File: src/osb_pkg.sv
package osb_pkg;

  localparam int NUM_SLOTS   = 16;
  localparam int COUNT_WIDTH = 16;
  localparam int MAX_OUT     = 16;

  localparam int IDX_W = (NUM_SLOTS > 1) ? $clog2(NUM_SLOTS) : 1;
  localparam int CMP_W = (IDX_W > 4) ? IDX_W : 4;
  localparam int REP_W = $clog2(MAX_OUT + 1);

  typedef enum logic [1:0] {
    REQ_INIT  = 2'd0,
    REQ_START = 2'd1,
    REQ_TICK  = 2'd2
  } req_kind_e;

  typedef enum logic [1:0] {
    ST_IDLE,
    ST_PASS,
    ST_FLUSH
  } state_e;

  // One timer slot as it travels around the ring.
  typedef struct packed {
    logic                   active;
    logic [COUNT_WIDTH-1:0] count;
    logic [COUNT_WIDTH-1:0] reload;
    logic [7:0]             row;
    logic [7:0]             column;
  } slot_rec_t;

  typedef struct packed {
    logic [1:0]  kind;
    logic [3:0]  slot;
    logic [15:0] reload_ticks;
    logic [7:0]  key_row;
    logic [7:0]  key_column;
  } req_t;

  typedef struct packed {
    logic [7:0] row;
    logic [7:0] column;
    logic [3:0] slot;
  } timeout_t;

  function automatic logic [COUNT_WIDTH-1:0] to_count(input logic [15:0] x);
    logic [31:0] w;
    w = 32'(x);
    return w[COUNT_WIDTH-1:0];
  endfunction

endpackage

File: src/osb_cell.sv
module osb_cell (
  input  logic                 clk_i,
  input  logic                 rst_ni,
  input  logic                 shift_en_i,
  input  osb_pkg::slot_rec_t   rec_i,
  output osb_pkg::slot_rec_t   rec_o
);

  osb_pkg::slot_rec_t rec_q, rec_d;

  assign rec_d = shift_en_i ? rec_i : rec_q;
  assign rec_o = rec_q;

  always_ff @(posedge clk_i or negedge rst_ni) begin
    if (!rst_ni) begin
      rec_q <= '0;
    end else begin
      rec_q <= rec_d;
    end
  end

endmodule

File: src/osb_ctrl.sv
module osb_ctrl (
  input  logic                clk_i,
  input  logic                rst_ni,
  input  logic                s_axis_tvalid,
  output logic                s_axis_tready,
  input  osb_pkg::req_t       req_i,
  input  osb_pkg::slot_rec_t  head_i,
  output osb_pkg::slot_rec_t  head_o,
  output logic                shift_en_o,
  output logic                m_axis_tvalid,
  input  logic                m_axis_tready,
  output osb_pkg::timeout_t   out_o,
  output logic                out_last_o
);

  osb_pkg::state_e                state_q, state_d;
  osb_pkg::req_t                  req_q, req_d;
  logic [osb_pkg::IDX_W-1:0]      cnt_q, cnt_d;
  logic [osb_pkg::REP_W-1:0]      rep_q, rep_d;
  logic                           pend_valid_q, pend_valid_d;
  osb_pkg::timeout_t              pend_q, pend_d;
  logic                           m_valid_q, m_valid_d;
  osb_pkg::timeout_t              out_q, out_d;
  logic                           last_q, last_d;

  logic                           match;
  logic                           expire;
  logic                           report;
  logic                           out_free;
  logic                           stall;
  logic [osb_pkg::CMP_W-1:0]      cnt_ext;
  osb_pkg::timeout_t              new_to;

  assign cnt_ext  = osb_pkg::CMP_W'(cnt_q);
  assign match    = (osb_pkg::CMP_W'(req_q.slot) == cnt_ext);
  assign out_free = !m_valid_q || m_axis_tready;

  // Head record update for the current request.
  always_comb begin
    head_o = head_i;
    expire = 1'b0;
    case (req_q.kind)
      osb_pkg::REQ_INIT: begin
        if (match) begin
          head_o.reload = osb_pkg::to_count(req_q.reload_ticks);
          head_o.row    = req_q.key_row;
          head_o.column = req_q.key_column;
          head_o.count  = '0;
          head_o.active = 1'b0;
        end
      end
      osb_pkg::REQ_START: begin
        if (match) begin
          head_o.count  = head_i.reload;
          head_o.active = 1'b1;
        end
      end
      osb_pkg::REQ_TICK: begin
        if (head_i.active) begin
          if (head_i.count <= osb_pkg::COUNT_WIDTH'(1)) begin
            head_o.count  = '0;
            head_o.active = 1'b0;
            expire        = 1'b1;
          end else begin
            head_o.count = head_i.count - osb_pkg::COUNT_WIDTH'(1);
          end
        end
      end
      default: ;
    endcase
  end

  assign new_to.row    = head_i.row;
  assign new_to.column = head_i.column;
  assign new_to.slot   = cnt_ext[3:0];

  assign report     = (state_q == osb_pkg::ST_PASS) && expire &&
                      (rep_q < osb_pkg::REP_W'(osb_pkg::MAX_OUT));
  assign stall      = report && pend_valid_q && !out_free;
  assign shift_en_o = (state_q == osb_pkg::ST_PASS) && !stall;

  always_comb begin
    state_d      = state_q;
    req_d        = req_q;
    cnt_d        = cnt_q;
    rep_d        = rep_q;
    pend_valid_d = pend_valid_q;
    pend_d       = pend_q;
    m_valid_d    = m_valid_q && !m_axis_tready;
    out_d        = out_q;
    last_d       = last_q;
    s_axis_tready = 1'b0;

    case (state_q)
      osb_pkg::ST_IDLE: begin
        s_axis_tready = 1'b1;
        if (s_axis_tvalid) begin
          req_d   = req_i;
          cnt_d   = '0;
          rep_d   = '0;
          state_d = osb_pkg::ST_PASS;
        end
      end
      osb_pkg::ST_PASS: begin
        if (shift_en_o) begin
          if (report) begin
            if (pend_valid_q) begin
              m_valid_d = 1'b1;
              out_d     = pend_q;
              last_d    = 1'b0;
            end
            pend_d       = new_to;
            pend_valid_d = 1'b1;
            rep_d        = rep_q + osb_pkg::REP_W'(1);
          end
          if (cnt_q == osb_pkg::IDX_W'(osb_pkg::NUM_SLOTS - 1)) begin
            state_d = pend_valid_d ? osb_pkg::ST_FLUSH : osb_pkg::ST_IDLE;
          end else begin
            cnt_d = cnt_q + osb_pkg::IDX_W'(1);
          end
        end
      end
      osb_pkg::ST_FLUSH: begin
        if (out_free) begin
          m_valid_d    = 1'b1;
          out_d        = pend_q;
          last_d       = 1'b1;
          pend_valid_d = 1'b0;
          state_d      = osb_pkg::ST_IDLE;
        end
      end
      default: begin
        state_d = osb_pkg::ST_IDLE;
      end
    endcase
  end

  always_ff @(posedge clk_i or negedge rst_ni) begin
    if (!rst_ni) begin
      state_q      <= osb_pkg::ST_IDLE;
      cnt_q        <= '0;
      rep_q        <= '0;
      pend_valid_q <= 1'b0;
      m_valid_q    <= 1'b0;
    end else begin
      state_q      <= state_d;
      cnt_q        <= cnt_d;
      rep_q        <= rep_d;
      pend_valid_q <= pend_valid_d;
      m_valid_q    <= m_valid_d;
    end
  end

  always_ff @(posedge clk_i) begin
    req_q  <= req_d;
    pend_q <= pend_d;
    out_q  <= out_d;
    last_q <= last_d;
  end

  assign m_axis_tvalid = m_valid_q;
  assign out_o         = out_q;
  assign out_last_o    = last_q;

endmodule

File: src/one_shot_timer_bank.sv
// Bank of one-shot timers tagged with a key matrix row and column. Send a
// request on the slave stream with its kind in tuser: init stores a slot's
// reload count and tags and idles the slot, start (re)loads the count from
// the reload and arms the slot, tick counts every armed slot down by one.
// Every request is taken in the idle state and then makes one step per slot
// before the earliest next transfer, since the slot records sit in a ring of
// cells that rotates one position per cycle unless stalled, and the request
// touches each slot once as it passes the head cell. A tick that expires
// slots then flushes its final timeout, and back-pressure on the master
// stream can hold the ring. Timeouts leave in ascending slot order, at most
// MAX_OUT per tick, with tlast on the final one. Init and start give no
// output.
module one_shot_timer_bank (
  input  logic        clk_i,
  input  logic        rst_ni,
  input  logic        s_axis_tvalid,
  output logic        s_axis_tready,
  // tdata, low bit up: slot[3:0], reload_ticks[15:0], key_row[7:0],
  // key_column[7:0], zero fill[3:0]
  input  logic [39:0] s_axis_tdata,
  // tuser: req_type[1:0] (init, start, tick)
  input  logic [1:0]  s_axis_tuser,
  output logic        m_axis_tvalid,
  input  logic        m_axis_tready,
  // tdata, low bit up: out_row[7:0], out_column[7:0], out_slot[3:0],
  // zero fill[3:0]
  output logic [23:0] m_axis_tdata,
  // tlast: last timeout of this tick
  output logic        m_axis_tlast
);

  osb_pkg::req_t      req;
  osb_pkg::slot_rec_t rec [osb_pkg::NUM_SLOTS];
  osb_pkg::slot_rec_t head_new;
  logic               shift_en;
  osb_pkg::timeout_t  out_item;

  // Unpack the request fields.
  assign req.kind         = s_axis_tuser;
  assign req.slot         = s_axis_tdata[3:0];
  assign req.reload_ticks = s_axis_tdata[19:4];
  assign req.key_row      = s_axis_tdata[27:20];
  assign req.key_column   = s_axis_tdata[35:28];

  // Ring of slot cells: each cell takes its upper neighbor, the top cell
  // takes the updated head record, so slot k sits at the head on step k.
  for (genvar i = 0; i < osb_pkg::NUM_SLOTS; i++) begin : g_cell
    osb_pkg::slot_rec_t nxt;
    if (i == osb_pkg::NUM_SLOTS - 1) begin : g_top
      assign nxt = head_new;
    end else begin : g_mid
      assign nxt = rec[i+1];
    end
    osb_cell u_cell (
      .clk_i      (clk_i),
      .rst_ni     (rst_ni),
      .shift_en_i (shift_en),
      .rec_i      (nxt),
      .rec_o      (rec[i])
    );
  end

  // Sequencer: steps the ring, updates the head and queues timeouts.
  osb_ctrl u_ctrl (
    .clk_i         (clk_i),
    .rst_ni        (rst_ni),
    .s_axis_tvalid (s_axis_tvalid),
    .s_axis_tready (s_axis_tready),
    .req_i         (req),
    .head_i        (rec[0]),
    .head_o        (head_new),
    .shift_en_o    (shift_en),
    .m_axis_tvalid (m_axis_tvalid),
    .m_axis_tready (m_axis_tready),
    .out_o         (out_item),
    .out_last_o    (m_axis_tlast)
  );

  assign m_axis_tdata = {4'b0000, out_item.slot, out_item.column, out_item.row};

endmodule
File: config.mk
export PLATFORM = sky130hd
export DESIGN_NAME = one_shot_timer_bank
export DESIGN_NICKNAME = d
export VERILOG_FILES = /design/src/osb_pkg.sv /design/src/osb_cell.sv /design/src/osb_ctrl.sv /design/src/one_shot_timer_bank.sv
export SDC_FILE = /design/constraint.sdc
export NUM_CORES = 2
export LEC_CHECK = 0
export BUFFER_PORTS_ARGS = -buffer_cell sky130_fd_sc_hd__buf_4
export CORE_UTILIZATION = 38
export DETAILED_ROUTE_END_ITERATION = 8
export SLEW_MARGIN = 20
export SYNTH_ARGS = -nofsm -noshare
export SYNTH_HDL_FRONTEND = slang
export SYNTH_SLANG_ARGS = --single-unit
export TNS_END_PERCENT = 50
File: constraint.sdc
create_clock -name clk_i -period 7.52 [get_ports clk_i]
set_input_delay 0.752 -clock clk_i [delete_from_list [all_inputs] [get_ports clk_i]]
set_output_delay 0.752 -clock clk_i [all_outputs]
set_load 0.05 [all_outputs]
==> flow_metrics.env <==
export IMPL_cap_violations=0
export IMPL_vias=21948
export IMPL_asyncSetResetFlopFracSynth_pct=91.0
export IMPL_synth_enable_flop_cells=79
export IMPL_grt_start_max_net_pins=220
export IMPL_drt_vias_per_instance=4.55
export IMPL_synthesis_yosys_warnings=0
export IMPL_post_cts_hold_buffer_count=0
export IMPL_finalSetupViolations=0
export IMPL_final_net_count=3653
export IMPL_critical_path_startpoint_type="register"
export IMPL_fp_dieW_um=300
export IMPL_antenna_diode_count=0
export IMPL_postSynthRegisterBits=876
export IMPL_cell_count_post_placement=4665
export IMPL_timing_setup_tns_ns=0
export IMPL_floorplan_io_pins=73
export IMPL_overflow=0
export IMPL_drtPass1Iterations=5
export IMPL_place_hpwl_um=33000
export IMPL_post_cts_setup_buffer_count=0
export IMPL_track_usage_pct=14.0
export IMPL_critical_path_arrival_ns=4.26
export IMPL_relSlewSlack_pct=29.8
export IMPL_drive_gt1_share_pct=6.51
export IMPL_cts_resized=0
export IMPL_ys_dominant_reg_cell="sky130_fd_sc_hd__dfrtp_1"
export IMPL_timing_worst_slew_pin_value_ns=1.05
export IMPL_postRouteWirelength_um=61400
export IMPL_first_global_vias=21539
export IMPL_hold_viol=0
export IMPL_wire_per_inst_um=12.7
export IMPL_antenna_found_initial=0
export IMPL_period_share_pct=49.4
export IMPL_worst_setup_path_type="register to register"
export IMPL_portBuffers=64
export IMPL_root_buffer_selected_by_cts="sky130_fd_sc_hd__clkbuf_16"
export IMPL_outcome="finished clean"
export IMPL_pwr_density_cell_mw_per_mm2=405
export IMPL_clk_pin_slew_ns=0.06
export IMPL_timing_fmax_mhz=269
export IMPL_cts_path_max_buffers=3
export IMPL_netlist_instances=3615
export IMPL_globalplace_congestion=0.791
export IMPL_final_antenna_net_count=0
export IMPL_detail_route_iter0_violations=1792
export IMPL_power_static_leakage_uw=0.0206
export IMPL_tritoncts="built"
export IMPL_floorplan_die_area_mm2=0.0900
export IMPL_final_area_mm2=0.0380
export IMPL_rsz_0062_raised_after_global_routing="no"
export IMPL_slew_violations=0
export IMPL_numClockSinks=876
export IMPL_first_pass_grt_wire_length_um=107000
export IMPL_floorplan_die_height_um=300
export IMPL_syn_area_per_cell_um2=9.34
export IMPL_critical_path_peak_fanout=85
export IMPL_syn_area_mm2=0.0337
export IMPL_utilization_pct=43.4
export IMPL_cts_buffer_count=88
export IMPL_start_util_pct=38.6
export IMPL_core_region_area_mm2=0.0874
export IMPL_synth_sequential_area_ratio_pct=66.1
export IMPL_required_ns=8.06
export IMPL_rows=108
export IMPL_cts_h_tree_lvls=3
export IMPL_clock_insertion_delay_worst_skew_ns=0.64
export IMPL_finalWorstPathRequiredPeriod_ns=3.71
export IMPL_area_growth_syn_to_layout_pct=12.5
export IMPL_number_of_remaining_drc_errors=0
export IMPL_instances_no_fill=4826
export IMPL_dpl_cell_area_mm2=0.0350
export IMPL_timing_clock_skew_ns=0.0252
export IMPL_power_ir_vdd_worst_v=0.000369
export IMPL_synth_cell_types=57
export IMPL_holdCritPathClass="primary input to async pin"
export IMPL_end_kind="register"
[cell usage after synthesis, drive strengths merged, types with 5 or more instances]
cell type	instances	share of area, %
nand2	2269	25
dfrtp	797	59
buf	136	2.3
edfxtp	79	7.0
o21ai	78	1.2
clkbuf	61	0.68
mux2i	37	1.1
a221oi	13	0.34
inv	13	0.14
xnor2	13	0.34
nor2	12	0.13
nand2b	9	0.17
nand3	8	0.12
ha	7	0.26
a21oi	6	0.089
nor4	6	0.17
or4	5	0.12
[final cells by class]
| class | instances | area [um2] |
|---|---|---|
| fill | 8432 | 49500 |
| sequential | 876 | 22300 |
| multi-input combinational | 2531 | 10400 |
| clock buffer | 138 | 2660 |
| tap | 1155 | 1450 |
| timing repair buffer | 89 | 792 |
| clock inverter | 23 | 277 |
| inverter | 14 | 52.6 |
[through the flow]
stage	hold slack [ns]	power, uW	setup WS [ns]
3_5_place_dp	0.405	11100	3.75
6_report	0.203	15400	3.81
3_3_place_gp	0.402	11000	3.82
2_1_floorplan	0.400	10200	3.51
4_1_cts	0.211	15600	3.76
5_1_grt	0.252	16500	3.39
[cells in the final DEF, fill, tap and decap left out, types with 4 or more instances in the layout]
master / instances
sky130_fd_sc_hd__a21oi_1: 6
sky130_fd_sc_hd__a221oi_1: 12
sky130_fd_sc_hd__buf_12: 9
sky130_fd_sc_hd__buf_4: 78
sky130_fd_sc_hd__bufinv_16: 4
sky130_fd_sc_hd__clkbuf_1: 25
sky130_fd_sc_hd__clkbuf_16: 90
sky130_fd_sc_hd__clkbuf_8: 22
sky130_fd_sc_hd__clkinv_2: 11
sky130_fd_sc_hd__conb_1: 4
sky130_fd_sc_hd__dfrtp_1: 797
sky130_fd_sc_hd__edfxtp_1: 79
sky130_fd_sc_hd__ha_1: 7
sky130_fd_sc_hd__inv_1: 13
sky130_fd_sc_hd__mux2i_1: 37
sky130_fd_sc_hd__nand2_1: 2269
sky130_fd_sc_hd__nand2b_1: 9
sky130_fd_sc_hd__nand3_1: 8
sky130_fd_sc_hd__nand4_1: 4
sky130_fd_sc_hd__nor2_1: 12
sky130_fd_sc_hd__nor3_1: 4
sky130_fd_sc_hd__o21ai_0: 78
sky130_fd_sc_hd__o31ai_1: 4
sky130_fd_sc_hd__or4_1: 4
sky130_fd_sc_hd__xnor2_1: 13
[worst max-delay path, stage by stage (launching register included)]
cell,delay [ns]
sky130_fd_sc_hd__dfrtp_1,0.38
sky130_fd_sc_hd__inv_1,0.09
sky130_fd_sc_hd__ha_1,0.47
sky130_fd_sc_hd__clkinv_1,0.44
sky130_fd_sc_hd__a31oi_4,0.40
sky130_fd_sc_hd__buf_4,0.64
sky130_fd_sc_hd__buf_4,0.77
sky130_fd_sc_hd__o21ai_0,0.19
sky130_fd_sc_hd__o21ai_0,0.18
[metal layers]
metal / up-vias / wire (um) / GRT usage [%]
met4: 0 / 1470 / 4.45
li1: 11136 / - / -
met2: 204 / 27700 / 21.9
met5: - / 0 / 0
met3: 102 / 1890 / 2.43
met1: 10506 / 30300 / 19.9
[path summary, 6_finish.rpt]
kind / start / endpoint / slack (ns) / cells after the start
max in group asynchronous: rst_ni / g_cell[10].u_cell.rec_o[23]$_DFFE_PN0P_ / 5.57 / 3
max: u_ctrl.state_q[1]$_DFFE_PN0P_ / g_cell[15].u_cell.rec_o[38]$_DFFE_PN0P_ / 3.81 / 8
max reg2reg: u_ctrl.state_q[1]$_DFFE_PN0P_ / g_cell[15].u_cell.rec_o[38]$_DFFE_PN0P_ / 3.81 / 8
min in group clk_i: s_axis_tdata[25] / u_ctrl.req_q[13]$_DFFE_PP_ / 0.29 / 1
min: rst_ni / g_cell[9].u_cell.rec_o[40]$_DFFE_PN0P_ / 0.20 / 1
min reg2reg: u_ctrl.pend_q[14]$_DFFE_PP_ / u_ctrl.out_o[14]$_DFFE_PP_ / 0.41 / 0
[cells by family after synthesis]
kind of cell | count (synthesis) | share of synthesized area [%]
multiplexers | 39 | 1.16
buffers and inverters | 211 | 3.17
flip-flops | 876 | 66.1
adder cells (fa/ha/maj) | 7 | 0.260
XOR/XNOR | 14 | 0.363
AO/OA/AOI/OAI | 127 | 2.29
other | 1 | 0.0111
AND/OR/NAND/NOR | 2340 | 26.6
[power breakdown]
part	switching (uW)	total (uW)	internal, uW
combinational	2790	3780	995
sequential	844	7170	6320
clock	1830	4410	2580
total	5470	15400	9890
[registers in the layout, indices dropped and copies added, names as in the netlist]
register	count
g_cell.u_cell.rec_o	784
u_ctrl.cnt_ext	4
u_ctrl.m_axis_tvalid	1
u_ctrl.out_last_o	1
u_ctrl.out_o	20
u_ctrl.pend_q	20
u_ctrl.pend_valid_q	1
u_ctrl.rep_q	5
u_ctrl.req_q	38
u_ctrl.state_q	2
Note: power is estimated with default switching activity, not from simulation.
